### config.mk
export PLATFORM = sky130hd
export DESIGN_NAME = smoothed_allpass_phase_rotator_core
export DESIGN_NICKNAME = d
export VERILOG_FILES = /design/src/hdl/sapr_pkg.sv /design/src/hdl/sapr_ctrl.sv /design/src/hdl/sapr_dpath.sv /design/src/hdl/smoothed_allpass_phase_rotator_core.sv
export SDC_FILE = /design/constraint.sdc
export NUM_CORES = 2
export LEC_CHECK = 0
export ABC_AREA = 1
export ABC_CLOCK_PERIOD_IN_PS = 19000
export BUFFER_PORTS_ARGS = -buffer_cell sky130_fd_sc_hd__buf_2
export CORE_AREA = 5 5 269 376
export DETAILED_ROUTE_END_ITERATION = 10
export DIE_AREA = 0 0 274 381
export SYNTH_ARGS = -nofsm -noshare
export SYNTH_HDL_FRONTEND = slang
export SYNTH_SLANG_ARGS = --single-unit
### constraint.sdc
create_clock -name clock -period 19 [get_ports clock]
set_clock_uncertainty 0.1 [all_clocks]
set_input_delay 3.8 -clock clock [delete_from_list [all_inputs] [get_ports clock]]
set_output_delay 3.8 -clock clock [all_outputs]
set_load 0.01 [all_outputs]
### src/hdl/sapr_pkg.sv
// ----------------------------------------------------------------------------
// sapr_pkg
// Shared types and constants of the smoothed allpass phase rotator: register
// indexes, multiplier operand selects and the controller/datapath interface.
// ----------------------------------------------------------------------------
`timescale 1ns / 1ps
`default_nettype none

package sapr_pkg;

   localparam int NUM_CHANNELS_DEF = 2;
   localparam int SAMPLE_BITS_DEF  = 24;

   localparam int CHAN_BITS      = 2;
   localparam int COEFF_BITS     = 16;
   localparam int AMOUNT_BITS    = 16;
   localparam int RATE_BITS      = 16;
   localparam int ACTIVE_BITS    = 2;
   localparam int CSR_INDEX_BITS = 3;
   localparam int CSR_DATA_BITS  = 16;
   localparam int MUL_A_BITS     = 17;

   localparam logic [RATE_BITS-1:0]   RATE_RESET   = 16'hFFFF;
   localparam logic [ACTIVE_BITS-1:0] ACTIVE_RESET = 2'd2;

   typedef enum logic [CSR_INDEX_BITS-1:0] {
      REG_TARGET_COEFF_0  = 3'd0,
      REG_TARGET_AMOUNT_0 = 3'd1,
      REG_TARGET_COEFF_1  = 3'd2,
      REG_TARGET_AMOUNT_1 = 3'd3,
      REG_SMOOTHING_RATE  = 3'd4,
      REG_ACTIVE_CHANNELS = 3'd5
   } csr_index_type;

   typedef enum logic [1:0] {
      MUL_COEFF   = 2'd0,
      MUL_AMOUNT  = 2'd1,
      MUL_ALLPASS = 2'd2,
      MUL_MIX     = 2'd3
   } mul_sel_type;

   typedef struct packed {
      logic        capture;
      logic        mul_en;
      mul_sel_type mul_sel;
      logic        upd_coeff;
      logic        upd_amount;
      logic        upd_allpass;
      logic        load_out;
      logic        out_pass;
   } dp_cmd_type;

   typedef struct packed {
      logic req_active;
   } dp_sts_type;

endpackage

`default_nettype wire

### src/hdl/sapr_ctrl.sv
// ----------------------------------------------------------------------------
// sapr_ctrl
// Sequencer of the rotator: accepts a word, steps the shared multiplier
// through glide, allpass and mix, and holds the result word until taken.
// ----------------------------------------------------------------------------
`timescale 1ns / 1ps
`default_nettype none

module sapr_ctrl (
   input  wire                    clock,
   input  wire                    reset,
   input  wire                    req_valid,
   output logic                   req_ready,
   output logic                   rsp_valid,
   input  wire                    rsp_ready,
   input  sapr_pkg::dp_sts_type   sts,
   output sapr_pkg::dp_cmd_type   cmd
);
   import sapr_pkg::*;

   typedef enum logic [2:0] {
      ST_IDLE,
      ST_COEFF,
      ST_AMOUNT,
      ST_ALLPASS,
      ST_YSUM,
      ST_MIX,
      ST_FINISH
   } state_type;

   state_type state_ff;
   logic      pass_ff;
   logic      rsp_valid_ff;
   logic      out_free;

   assign req_ready = (state_ff == ST_IDLE);
   assign rsp_valid = rsp_valid_ff;
   assign out_free  = !rsp_valid_ff || rsp_ready;

   always_comb begin
      cmd             = '0;
      cmd.mul_sel     = MUL_COEFF;
      case (state_ff)
         ST_IDLE: begin
            cmd.capture = req_valid;
         end
         ST_COEFF: begin
            cmd.mul_en  = 1'b1;
            cmd.mul_sel = MUL_COEFF;
         end
         ST_AMOUNT: begin
            cmd.upd_coeff = 1'b1;
            cmd.mul_en    = 1'b1;
            cmd.mul_sel   = MUL_AMOUNT;
         end
         ST_ALLPASS: begin
            cmd.upd_amount = 1'b1;
            cmd.mul_en     = 1'b1;
            cmd.mul_sel    = MUL_ALLPASS;
         end
         ST_YSUM: begin
            cmd.upd_allpass = 1'b1;
         end
         ST_MIX: begin
            cmd.mul_en  = 1'b1;
            cmd.mul_sel = MUL_MIX;
         end
         ST_FINISH: begin
            cmd.load_out = out_free;
            cmd.out_pass = pass_ff;
         end
         default: begin
            cmd = '0;
         end
      endcase
   end

   always_ff @(posedge clock) begin
      if (reset) begin
         state_ff     <= ST_IDLE;
         pass_ff      <= 1'b0;
         rsp_valid_ff <= 1'b0;
      end else begin
         if (rsp_ready) begin
            rsp_valid_ff <= 1'b0;
         end
         case (state_ff)
            ST_IDLE: begin
               if (req_valid) begin
                  pass_ff  <= !sts.req_active;
                  state_ff <= sts.req_active ? ST_COEFF : ST_FINISH;
               end
            end
            ST_COEFF:   state_ff <= ST_AMOUNT;
            ST_AMOUNT:  state_ff <= ST_ALLPASS;
            ST_ALLPASS: state_ff <= ST_YSUM;
            ST_YSUM:    state_ff <= ST_MIX;
            ST_MIX:     state_ff <= ST_FINISH;
            ST_FINISH: begin
               if (out_free) begin
                  rsp_valid_ff <= 1'b1;
                  state_ff     <= ST_IDLE;
               end
            end
            default: state_ff <= ST_IDLE;
         endcase
      end
   end

endmodule

`default_nettype wire

### src/hdl/sapr_dpath.sv
// ----------------------------------------------------------------------------
// sapr_dpath
// Datapath of the rotator: control registers, per-channel state, one shared
// multiplier with a product register, rounding, saturation and output word.
// ----------------------------------------------------------------------------
`timescale 1ns / 1ps
`default_nettype none

module sapr_dpath #(
   parameter int NUM_CHANNELS = sapr_pkg::NUM_CHANNELS_DEF,
   parameter int SAMPLE_BITS  = sapr_pkg::SAMPLE_BITS_DEF
) (
   input  wire                                  clock,
   input  wire                                  reset,
   input  sapr_pkg::dp_cmd_type                 cmd,
   output sapr_pkg::dp_sts_type                 sts,
   input  wire                                  csr_valid,
   input  wire [sapr_pkg::CSR_INDEX_BITS-1:0]   csr_index,
   input  wire [sapr_pkg::CSR_DATA_BITS-1:0]    csr_data,
   input  wire [sapr_pkg::CHAN_BITS-1:0]        req_channel_index,
   input  wire signed [SAMPLE_BITS-1:0]         req_sample_in,
   output logic signed [SAMPLE_BITS-1:0]        rsp_sample_out
);
   import sapr_pkg::*;

   localparam int CH_IDX_BITS = (NUM_CHANNELS > 1) ? $clog2(NUM_CHANNELS) : 1;
   localparam int DIFF_BITS   = SAMPLE_BITS + 1;
   localparam int PROD_BITS   = MUL_A_BITS + DIFF_BITS;

   localparam logic signed [PROD_BITS-1:0] SAT_HI =
      {{(PROD_BITS-SAMPLE_BITS+1){1'b0}}, {(SAMPLE_BITS-1){1'b1}}};
   localparam logic signed [PROD_BITS-1:0] SAT_LO = ~SAT_HI;
   localparam logic signed [PROD_BITS-1:0] HALF16 = PROD_BITS'(1) << 15;
   localparam logic signed [PROD_BITS-1:0] HALF15 = PROD_BITS'(1) << 14;

   // control registers
   logic signed [COEFF_BITS-1:0]  target_coeff_ff  [2];
   logic        [AMOUNT_BITS-1:0] target_amount_ff [2];
   logic        [RATE_BITS-1:0]   rate_ff;
   logic        [ACTIVE_BITS-1:0] active_ff;

   // per-channel state
   logic signed [COEFF_BITS-1:0]  cur_coeff_ff  [NUM_CHANNELS];
   logic        [AMOUNT_BITS-1:0] cur_amount_ff [NUM_CHANNELS];
   logic signed [SAMPLE_BITS-1:0] prev_in_ff    [NUM_CHANNELS];
   logic signed [SAMPLE_BITS-1:0] prev_ap_ff    [NUM_CHANNELS];

   // working registers
   logic        [CHAN_BITS-1:0]   ch_ff;
   logic signed [SAMPLE_BITS-1:0] x_ff;
   logic signed [PROD_BITS-1:0]   prod_ff;
   logic signed [SAMPLE_BITS-1:0] out_ff;

   logic        [CH_IDX_BITS-1:0] ch_idx;
   logic signed [COEFF_BITS-1:0]  c_cur;
   logic        [AMOUNT_BITS-1:0] a_cur;
   logic signed [SAMPLE_BITS-1:0] x1;
   logic signed [SAMPLE_BITS-1:0] y1;
   logic signed [COEFF_BITS-1:0]  tc;
   logic        [AMOUNT_BITS-1:0] ta;

   logic signed [MUL_A_BITS-1:0]  coeff_diff;
   logic signed [MUL_A_BITS-1:0]  amount_diff;
   logic signed [DIFF_BITS-1:0]   ap_diff;
   logic signed [DIFF_BITS-1:0]   mix_diff;
   logic signed [MUL_A_BITS-1:0]  op_a;
   logic signed [DIFF_BITS-1:0]   op_b;
   logic signed [PROD_BITS-1:0]   prod_in;

   logic signed [PROD_BITS-1:0]   rnd16;
   logic signed [PROD_BITS-1:0]   rnd15;
   logic signed [PROD_BITS-1:0]   coeff_sum;
   logic signed [PROD_BITS-1:0]   amount_sum;
   logic signed [PROD_BITS-1:0]   ap_sum;
   logic signed [PROD_BITS-1:0]   mix_sum;
   logic signed [SAMPLE_BITS-1:0] ap_sat;
   logic signed [SAMPLE_BITS-1:0] mix_sat;

   assign ch_idx = ch_ff[CH_IDX_BITS-1:0];
   assign c_cur  = cur_coeff_ff[ch_idx];
   assign a_cur  = cur_amount_ff[ch_idx];
   assign x1     = prev_in_ff[ch_idx];
   assign y1     = prev_ap_ff[ch_idx];
   assign tc     = target_coeff_ff[ch_ff[0]];
   assign ta     = target_amount_ff[ch_ff[0]];

   assign sts.req_active = (req_channel_index < active_ff) &&
                           ({1'b0, req_channel_index} < 3'(NUM_CHANNELS));

   assign coeff_diff  = {tc[COEFF_BITS-1], tc} - {c_cur[COEFF_BITS-1], c_cur};
   assign amount_diff = {1'b0, ta} - {1'b0, a_cur};
   assign ap_diff     = {x_ff[SAMPLE_BITS-1], x_ff} - {y1[SAMPLE_BITS-1], y1};
   assign mix_diff    = {y1[SAMPLE_BITS-1], y1} - {x_ff[SAMPLE_BITS-1], x_ff};

   always_comb begin
      case (cmd.mul_sel)
         MUL_COEFF: begin
            op_a = {1'b0, rate_ff};
            op_b = DIFF_BITS'(coeff_diff);
         end
         MUL_AMOUNT: begin
            op_a = {1'b0, rate_ff};
            op_b = DIFF_BITS'(amount_diff);
         end
         MUL_ALLPASS: begin
            op_a = {c_cur[COEFF_BITS-1], c_cur};
            op_b = ap_diff;
         end
         MUL_MIX: begin
            op_a = {1'b0, a_cur};
            op_b = mix_diff;
         end
         default: begin
            op_a = '0;
            op_b = '0;
         end
      endcase
   end

   assign prod_in = op_a * op_b;

   assign rnd16      = (prod_ff + HALF16) >>> 16;
   assign rnd15      = (prod_ff + HALF15) >>> 15;
   assign coeff_sum  = PROD_BITS'(c_cur) + rnd16;
   assign amount_sum = {{(PROD_BITS-AMOUNT_BITS){1'b0}}, a_cur} + rnd16;
   assign ap_sum     = rnd15 + PROD_BITS'(x1);
   assign mix_sum    = rnd16 + PROD_BITS'(x_ff);

   assign ap_sat  = (ap_sum > SAT_HI)  ? SAT_HI[SAMPLE_BITS-1:0] :
                    (ap_sum < SAT_LO)  ? SAT_LO[SAMPLE_BITS-1:0] :
                                         ap_sum[SAMPLE_BITS-1:0];
   assign mix_sat = (mix_sum > SAT_HI) ? SAT_HI[SAMPLE_BITS-1:0] :
                    (mix_sum < SAT_LO) ? SAT_LO[SAMPLE_BITS-1:0] :
                                         mix_sum[SAMPLE_BITS-1:0];

   assign rsp_sample_out = out_ff;

   always_ff @(posedge clock) begin
      if (reset) begin
         for (int i = 0; i < 2; i++) begin
            target_coeff_ff[i]  <= '0;
            target_amount_ff[i] <= '0;
         end
         rate_ff   <= RATE_RESET;
         active_ff <= ACTIVE_RESET;
         for (int i = 0; i < NUM_CHANNELS; i++) begin
            cur_coeff_ff[i]  <= '0;
            cur_amount_ff[i] <= '0;
            prev_in_ff[i]    <= '0;
            prev_ap_ff[i]    <= '0;
         end
      end else begin
         if (csr_valid) begin
            case (csr_index)
               REG_TARGET_COEFF_0:  target_coeff_ff[0]  <= csr_data;
               REG_TARGET_AMOUNT_0: target_amount_ff[0] <= csr_data;
               REG_TARGET_COEFF_1:  target_coeff_ff[1]  <= csr_data;
               REG_TARGET_AMOUNT_1: target_amount_ff[1] <= csr_data;
               REG_SMOOTHING_RATE:  rate_ff             <= csr_data;
               REG_ACTIVE_CHANNELS: active_ff           <= csr_data[ACTIVE_BITS-1:0];
               default: ;
            endcase
         end
         if (cmd.upd_coeff) begin
            cur_coeff_ff[ch_idx] <= coeff_sum[COEFF_BITS-1:0];
         end
         if (cmd.upd_amount) begin
            cur_amount_ff[ch_idx] <= amount_sum[AMOUNT_BITS-1:0];
         end
         if (cmd.upd_allpass) begin
            prev_ap_ff[ch_idx] <= ap_sat;
            prev_in_ff[ch_idx] <= x_ff;
         end
      end
   end

   always_ff @(posedge clock) begin
      if (cmd.capture) begin
         ch_ff <= req_channel_index;
         x_ff  <= req_sample_in;
      end
      if (cmd.mul_en) begin
         prod_ff <= prod_in;
      end
      if (cmd.load_out) begin
         out_ff <= cmd.out_pass ? x_ff : mix_sat;
      end
   end

endmodule

`default_nettype wire

### src/hdl/smoothed_allpass_phase_rotator_core.sv
// ----------------------------------------------------------------------------
// smoothed_allpass_phase_rotator_core
// Per-channel first-order allpass with gliding coefficient and dry/wet mix.
//
//   channel  direction  handshake               word
//   req      in         req_valid / req_ready   req_channel_index, req_sample_in
//   rsp      out        rsp_valid / rsp_ready   rsp_sample_out
//   csr      in         csr_valid / csr_ready   csr_index, csr_data
//
// An active-channel word runs through six sequencer steps before the next
// ready, four of them passes through the single shared multiplier, with
// rounding, update and saturation between them.
// A pass-through word goes straight to the last step.
// The result word waits in an output register; the sequencer stalls in its
// last step while that register is still full and not being taken.
// Synchronous reset restores the control registers and channel state at once.
// ----------------------------------------------------------------------------
`timescale 1ns / 1ps
`default_nettype none

module smoothed_allpass_phase_rotator_core #(
   parameter int NUM_CHANNELS = sapr_pkg::NUM_CHANNELS_DEF,
   parameter int SAMPLE_BITS  = sapr_pkg::SAMPLE_BITS_DEF
) (
   input  wire                                  clock,
   input  wire                                  reset,
   input  wire                                  req_valid,
   output logic                                 req_ready,
   input  wire [sapr_pkg::CHAN_BITS-1:0]        req_channel_index,
   input  wire signed [SAMPLE_BITS-1:0]         req_sample_in,
   output logic                                 rsp_valid,
   input  wire                                  rsp_ready,
   output logic signed [SAMPLE_BITS-1:0]        rsp_sample_out,
   input  wire                                  csr_valid,
   output logic                                 csr_ready,
   input  wire [sapr_pkg::CSR_INDEX_BITS-1:0]   csr_index,
   input  wire [sapr_pkg::CSR_DATA_BITS-1:0]    csr_data
);
   import sapr_pkg::*;

   dp_cmd_type cmd;
   dp_sts_type sts;

   assign csr_ready = 1'b1;

   sapr_ctrl u_ctrl (
      .clock     (clock),
      .reset     (reset),
      .req_valid (req_valid),
      .req_ready (req_ready),
      .rsp_valid (rsp_valid),
      .rsp_ready (rsp_ready),
      .sts       (sts),
      .cmd       (cmd)
   );

   sapr_dpath #(
      .NUM_CHANNELS (NUM_CHANNELS),
      .SAMPLE_BITS  (SAMPLE_BITS)
   ) u_dpath (
      .clock             (clock),
      .reset             (reset),
      .cmd               (cmd),
      .sts               (sts),
      .csr_valid         (csr_valid && csr_ready),
      .csr_index         (csr_index),
      .csr_data          (csr_data),
      .req_channel_index (req_channel_index),
      .req_sample_in     (req_sample_in),
      .rsp_sample_out    (rsp_sample_out)
   );

`ifndef SYNTHESIS
   a_out_free: assert property (@(posedge clock) disable iff (reset)
      cmd.load_out |-> (!rsp_valid || rsp_ready))
      else $error("output word overwritten before taken");

   a_idle_no_update: assert property (@(posedge clock) disable iff (reset)
      req_ready |-> !(cmd.upd_coeff || cmd.upd_amount || cmd.upd_allpass))
      else $error("channel state updated while idle");

   a_pass_no_glide: assert property (@(posedge clock) disable iff (reset)
      (req_valid && req_ready && !sts.req_active) |=> (cmd.load_out || !cmd.mul_en))
      else $error("inactive channel entered the arithmetic sequence");

   a_single_update: assert property (@(posedge clock) disable iff (reset)
      $onehot0({cmd.upd_coeff, cmd.upd_amount, cmd.upd_allpass, cmd.load_out}))
      else $error("overlapping datapath updates");
`endif

endmodule

`default_nettype wire

# --- Word-level counts from Yosys, hierarchy flattened ---
# Memory sizes are Yosys's and may differ from the RTL's. A register that Yosys moved wholly into a read port is not among the register bits.
# Index checks and enable logic that the tools add are counted.
word_totals:
  memories: 6
  reg_bits: 114
  out_inout_bits: 27
  mem_bits_rw: 224
classes:
  mul: 1
  muxes: 69
  order_cmp: 6
  n_eq_ne: 16
  reduce_logical: 16
  addsub: 10
  bitwise: 4
memory_table:
  columns: ["name", "depth", "word_bits", "rd", "rd_ports_with_merged_regs", "wr", "line_no", "rtl"]
  rows:
  - ["u_dpath.prev_ap_ff", 2, 24, 1, 1, 2, "sapr_dpath.sv:46", "logic signed [SAMPLE_BITS-1:0] prev_ap_ff [NUM_CHANNELS];"]
  - ["u_dpath.prev_in_ff", 2, 24, 1, 1, 2, "sapr_dpath.sv:45", "logic signed [SAMPLE_BITS-1:0] prev_in_ff [NUM_CHANNELS];"]
  - ["u_dpath.cur_amount_ff", 2, 16, 1, 1, 2, "sapr_dpath.sv:44", "logic [AMOUNT_BITS-1:0] cur_amount_ff [NUM_CHANNELS];"]
  - ["u_dpath.cur_coeff_ff", 2, 16, 1, 1, 2, "sapr_dpath.sv:43", "logic signed [COEFF_BITS-1:0] cur_coeff_ff [NUM_CHANNELS];"]
  - ["u_dpath.target_amount_ff", 2, 16, 1, 1, 2, "sapr_dpath.sv:38", "logic [AMOUNT_BITS-1:0] target_amount_ff [2];"]
  - ["u_dpath.target_coeff_ff", 2, 16, 1, 1, 2, "sapr_dpath.sv:37", "logic signed [COEFF_BITS-1:0] target_coeff_ff [2];"]
ops:
  columns: ["cell", "count"]
  rows:
  - ["24-bit two-way mux", 7]
  - ["25-bit case mux with 4 select lines", 1]
  - ["16-bit two-way mux", 6]
  - ["42-bit by 24-bit greater-than comparator with 1-bit output (second input constant)", 2]
  - ["42-bit by 24-bit < comparator with 1-bit output (second input constant)", 2]
  - ["17-bit case mux with 3 select lines", 1]
  - ["24-bit by 24-bit subtractor with 25-bit output", 2]
  - ["1-bit two-way mux", 48]
  - ["24-bit OR reduction", 2]
  - ["42-bit by 16-bit adder with 42-bit output (second input constant)", 1]
  - ["42-bit by 17-bit adder with 42-bit output (second input constant)", 1]
  - ["17-bit by 25-bit multiplier with 42-bit output", 1]
  - ["16-bit by 16-bit subtractor with 17-bit output", 2]
  - ["16-bit adder", 2]
  - ["16-bit OR reduction", 2]
  - ["27-bit by 24-bit adder with 28-bit output", 1]
  - ["26-bit by 24-bit adder with 27-bit output", 1]
  - ["3-bit case mux with 7 select lines", 1]
  - ["3-bit == test (second input constant)", 5]
  - ["3-bit by 2-bit == test with 1-bit output (second input constant)", 4]
  - ["3-bit case mux with 4 select lines", 1]
  - ["3-bit two-way mux", 3]
  - ["2-bit AND reduction", 4]
  - ["3-bit by 1-bit == test with 1-bit output (second input constant)", 2]
  - ["14 further kinds", 20]

# --- Depth between registers and ports, before layout ---
depth:
  depth_word: 7
  depth_mapped: 46
  ltp_nobuf: 44

# --- Cells and area by module ---
# Synthesis repeated with hierarchy kept, for this count alone.
hier_totals:
  cells_unflattened: 5004
  hier_area_um2: 39365.3
modules_own_cells:
  columns: ["module", "n_inst", "area_each_um2", "cells_each", "seq_area_each_um2"]
  rows:
  - ["sapr_dpath", 1, 39029.9, 4950, 9419.0]
  - ["sapr_ctrl", 1, 324.1, 52, 100.1]
  - ["smoothed_allpass_phase_rotator_core", 1, 11.3, 2, 0.0]

# --- Least setup slack after synthesis ---
# No wires, ideal clock.
synth_path:
  path_type: "register to register"
  start: "register with a tool-made name"
  end: "register u_dpath.prod_ff[41], data pin"
  arrival_time_ns: 8.106
  stages_incl_launch_ff: 39
  t_required_ns: 18.638
  slack_ns: 10.532
  setup_time_ns: 0.262
  cell_sequence: "dfxtp_1 buf_2 buf_2 buf_1 mux2i_1 ha_1 inv_1 fa_1 nand3_1 nand3_1 nand3_1 nand3_1 nand3_1 nand2_1 nand2_1 nand2_1 nand2_2 nand2_2 [3 not listed] fa_1 inv_1 fa_1 inv_1 fa_1 inv_1 fa_1 fa_1 inv_1 fa_1 inv_1 ha_1 a21oi_1 o21ai_0 a211oi_1 o211ai_1 a21oi_1 xor2_1"
synth_lines:
  columns: ["item", "line_no", "rtl"]
  rows:
  - ["end signal, assigned", "sapr_dpath.sv:183", "prod_ff <= prod_in;"]
  - ["end, declared", "sapr_dpath.sv:51", "logic signed [PROD_BITS-1:0] prod_ff;"]

==> metrics <==
vias in the first global route 33200; Crit Path Class reg2reg; largest family of logic cells by synthesized area adder cells; share of the synthesized area in the top cell type 23.4%; setup violators final 0; GRT Util Overall 24.4%; CP Max Fanout 63; Slew headroom between 10% and 20%; # fillers 9899; Clock Sinks 325; Compound-Gate Fraction of Synth Area 9.72%; Hold WC Path Type reg2reg; die height 381 um; Initial DRC Count 2126; register area share after synthesis about 25%; Main synth FF type edfxtp_1; initial antenna violation count 1; largest net degree at the start of global routing 64; Worst R2R End u_dpath.prod_ff[39]$_DFFE_PP_; vias 32700; setup_tns 0 ns; share of cells above drive strength 1 7.09%; r2r setup slk 8.90 ns; ANT cells 0; Initial DRT Pass Iterations 5; Crit path largest cell delay 0.66 ns; routed length per instance between 20 and 25 um; post-synthesis async set-or-reset flop share 0%; Yosys warnings 0; nature of the critical path endpoint flop; global-route wire length before repair between 150 and 200 mm; WL final 130 mm; Fin. Hold Viols 0; Final Net Count 5621; post-synthesis adder-cell area fraction 30.5%; routability congestion estimate 0.961; CP top delay family adder cells; DRC 0; Crit path buffers/inverters 9; Core Region 97500 um^2; Root Buffer Master clkbuf_16; syn avg cell area approximately 8 um^2; most frequent cell after synthesis nand2_1; largest area contributor in the netlist edfxtp_1; Arr. time, crit path 10.36 ns; Crit-path slowest cell fa_1; Final min period 10.10 ns; cell depth of the worst hold path 2; hold path start u_dpath.active_ff[0]$_SDFFE_PP0P_; synth unique cells 64; Post-Syn Instances 4841; Detail Route Antenna Nets 0; final core utilization 42.7%; latest clock arrival within the worst-skew pair slightly above 0.6 ns; Post-synth EDFFs 301; maximum clock rate slightly below 0.1 GHz; Num CTS Buffers 30; mux contribution to synthesized area 0.129%; IO buf count 75; fin crit share 53.1%; # hold bufs at CTS 0; grt ovf 0; CTS tree yes; FP Rows 136; #FFs+latches synth 325; CTS resizes 0; synth top area cells edfxtp_1, fa_1, nand2_1; die width 274 um; post-CTS setup buffer count 0; Mapped Area 38700 um^2; Critical Path RT 19.26 ns; I/O pin cnt between 70 and 80; Final Max Tran Viols 0; status finished, final reports clean; Post-Syn Nets 5578; RSZ-0062 raised after global routing false; fraction of synthesized cell area in xor and xnor cells 3.53%; Post-DP HPWL 108 mm; Area growth syn-to-layout 7.68%; initial core utilization 39.6%; CTS Buffer Depth 3; Slew @ Worst Pin 1.23 ns; Reg clk slew, reported paths around 0.07 ns; Vias/cell between 5 and 6; CTS H-tree depth 1; most frequent cells after synthesis nand2_1, inv_1, nor2_1, fa_1, a21oi_1; R2R cell count 37; max_cap viols 0; Simple-Gate Fraction of Synth Area 21.4%; Startpoint Class flop; hold endpoint u_dpath.active_ff[0]$_SDFFE_PP0P_; Die Area 104000 um^2
## worst reg2reg max path: cells and delay by family (launching register included)
family                   cells  cell delay [ns]
adder cells (fa/ha/maj)      8             4.36
buffers and inverters        9             1.39
AND/OR/NAND/NOR             14             2.29
flip-flops                   1             0.51
AO/OA/AOI/OAI                6             1.22
## metrics by stage
step / std cells / setup slack, ns / hold slack (ns) / area (um^2)
detailed placement: 6163 / 8.82 / 0.348 / 40600
CTS: 6219 / 8.87 / 0.357 / 41600
finish: 6219 / 8.90 / 0.357 / 41600
global route: 6219 / 8.17 / 0.393 / 41600
floorplan: 4841 / 10.53 / 0.325 / 38700
global placement: 6163 / 8.95 / 0.346 / 40600
## per-layer routing
layer  global-route usage (%)  up-vias  routed length (um)
li1                         -    15300                   -
met1                     28.8    16100               49000
met2                     45.2      946               67900
met3                     1.76      256                5500
met4                     10.9        0                7080
met5                        0        -                   0
## flip-flops by register name, indices dropped and copies added, names as in the netlist, named ones only
register and flops:
u_dpath.rsp_sample_out 24, u_ctrl.state_ff 3, u_dpath.active_ff 2, u_ctrl.rsp_valid 1
u_dpath.prev_ap_ff 48, u_dpath.x_ff 24, u_dpath.target_coeff_ff 32, u_dpath.prod_ff 28
u_dpath.rate_ff 16, u_dpath.prev_in_ff 48, u_dpath.cur_amount_ff 32, u_ctrl.pass_ff 1
u_dpath.ch_ff 1, u_dpath.cur_coeff_ff 32, u_dpath.target_amount_ff 32
## worst max path at each step
stage,startpoint,end,slack (ns),depth (start not counted)
after floorplan,flop,u_dpath.prod_ff[41]$_DFFE_PP_,10.53,38
after global placement,flop,u_dpath.prod_ff[39]$_DFFE_PP_,8.95,37
after detailed placement,flop,u_dpath.prod_ff[39]$_DFFE_PP_,8.82,37
after CTS,flop,u_dpath.prod_ff[39]$_DFFE_PP_,8.87,37
after global routing,flop,u_dpath.prod_ff[39]$_DFFE_PP_,8.17,37
final,flop,u_dpath.prod_ff[39]$_DFFE_PP_,8.90,37
## layout make-up
| type | count | area [um^2] | area share [%] |
|---|---|---|---|
| Clock inverter | 21 | 267 | 0.640 |
| Tap cell | 1311 | 1640 | 3.94 |
| Timing Repair Buffer | 124 | 743 | 1.79 |
| Inverter | 907 | 3400 | 8.18 |
| Multi-Input combinational cell | 3496 | 25200 | 60.6 |
| Clock buffer | 35 | 801 | 1.92 |
| Sequential cell | 325 | 9520 | 22.9 |
## cells by family after synthesis
logic type      count (synthesis)
fa+ha+maj                     687
buf+inv                      1020
other cells                     1
simple gates                 1979
xor+xnor                      155
mux                             5
compound gates                669
flops                         325
## cell usage in the layout (no fill, tap or decap), types with 6 or more instances in the layout
master       n
nand2_1    972
inv_1      877
nor2_1     619
fa_1       423
a21oi_1    311
edfxtp_1   301
ha_1       264
o21ai_0    193
nand3_1    168
xor2_1     109
buf_2       75
or2_2       64
buf_4       49
xnor2_1     45
nor3_1      41
clkbuf_16   31
nand4_1     29
nand2_2     25
o211ai_1    25
inv_2       24
dfxtp_1     23
a31oi_1     22
a21o_1      20
o21a_1      17
nor4_1      13
o21bai_1    12
o22ai_1     12
a21oi_2     12
nor2_2       9
a21boi_0     9
o21ai_1      7
clkinv_1     7
nand3_2      6
nand3b_1     6
Power is not shown: default switching activity piles up to over one toggle a cycle in this logic, so the estimate is an artifact.
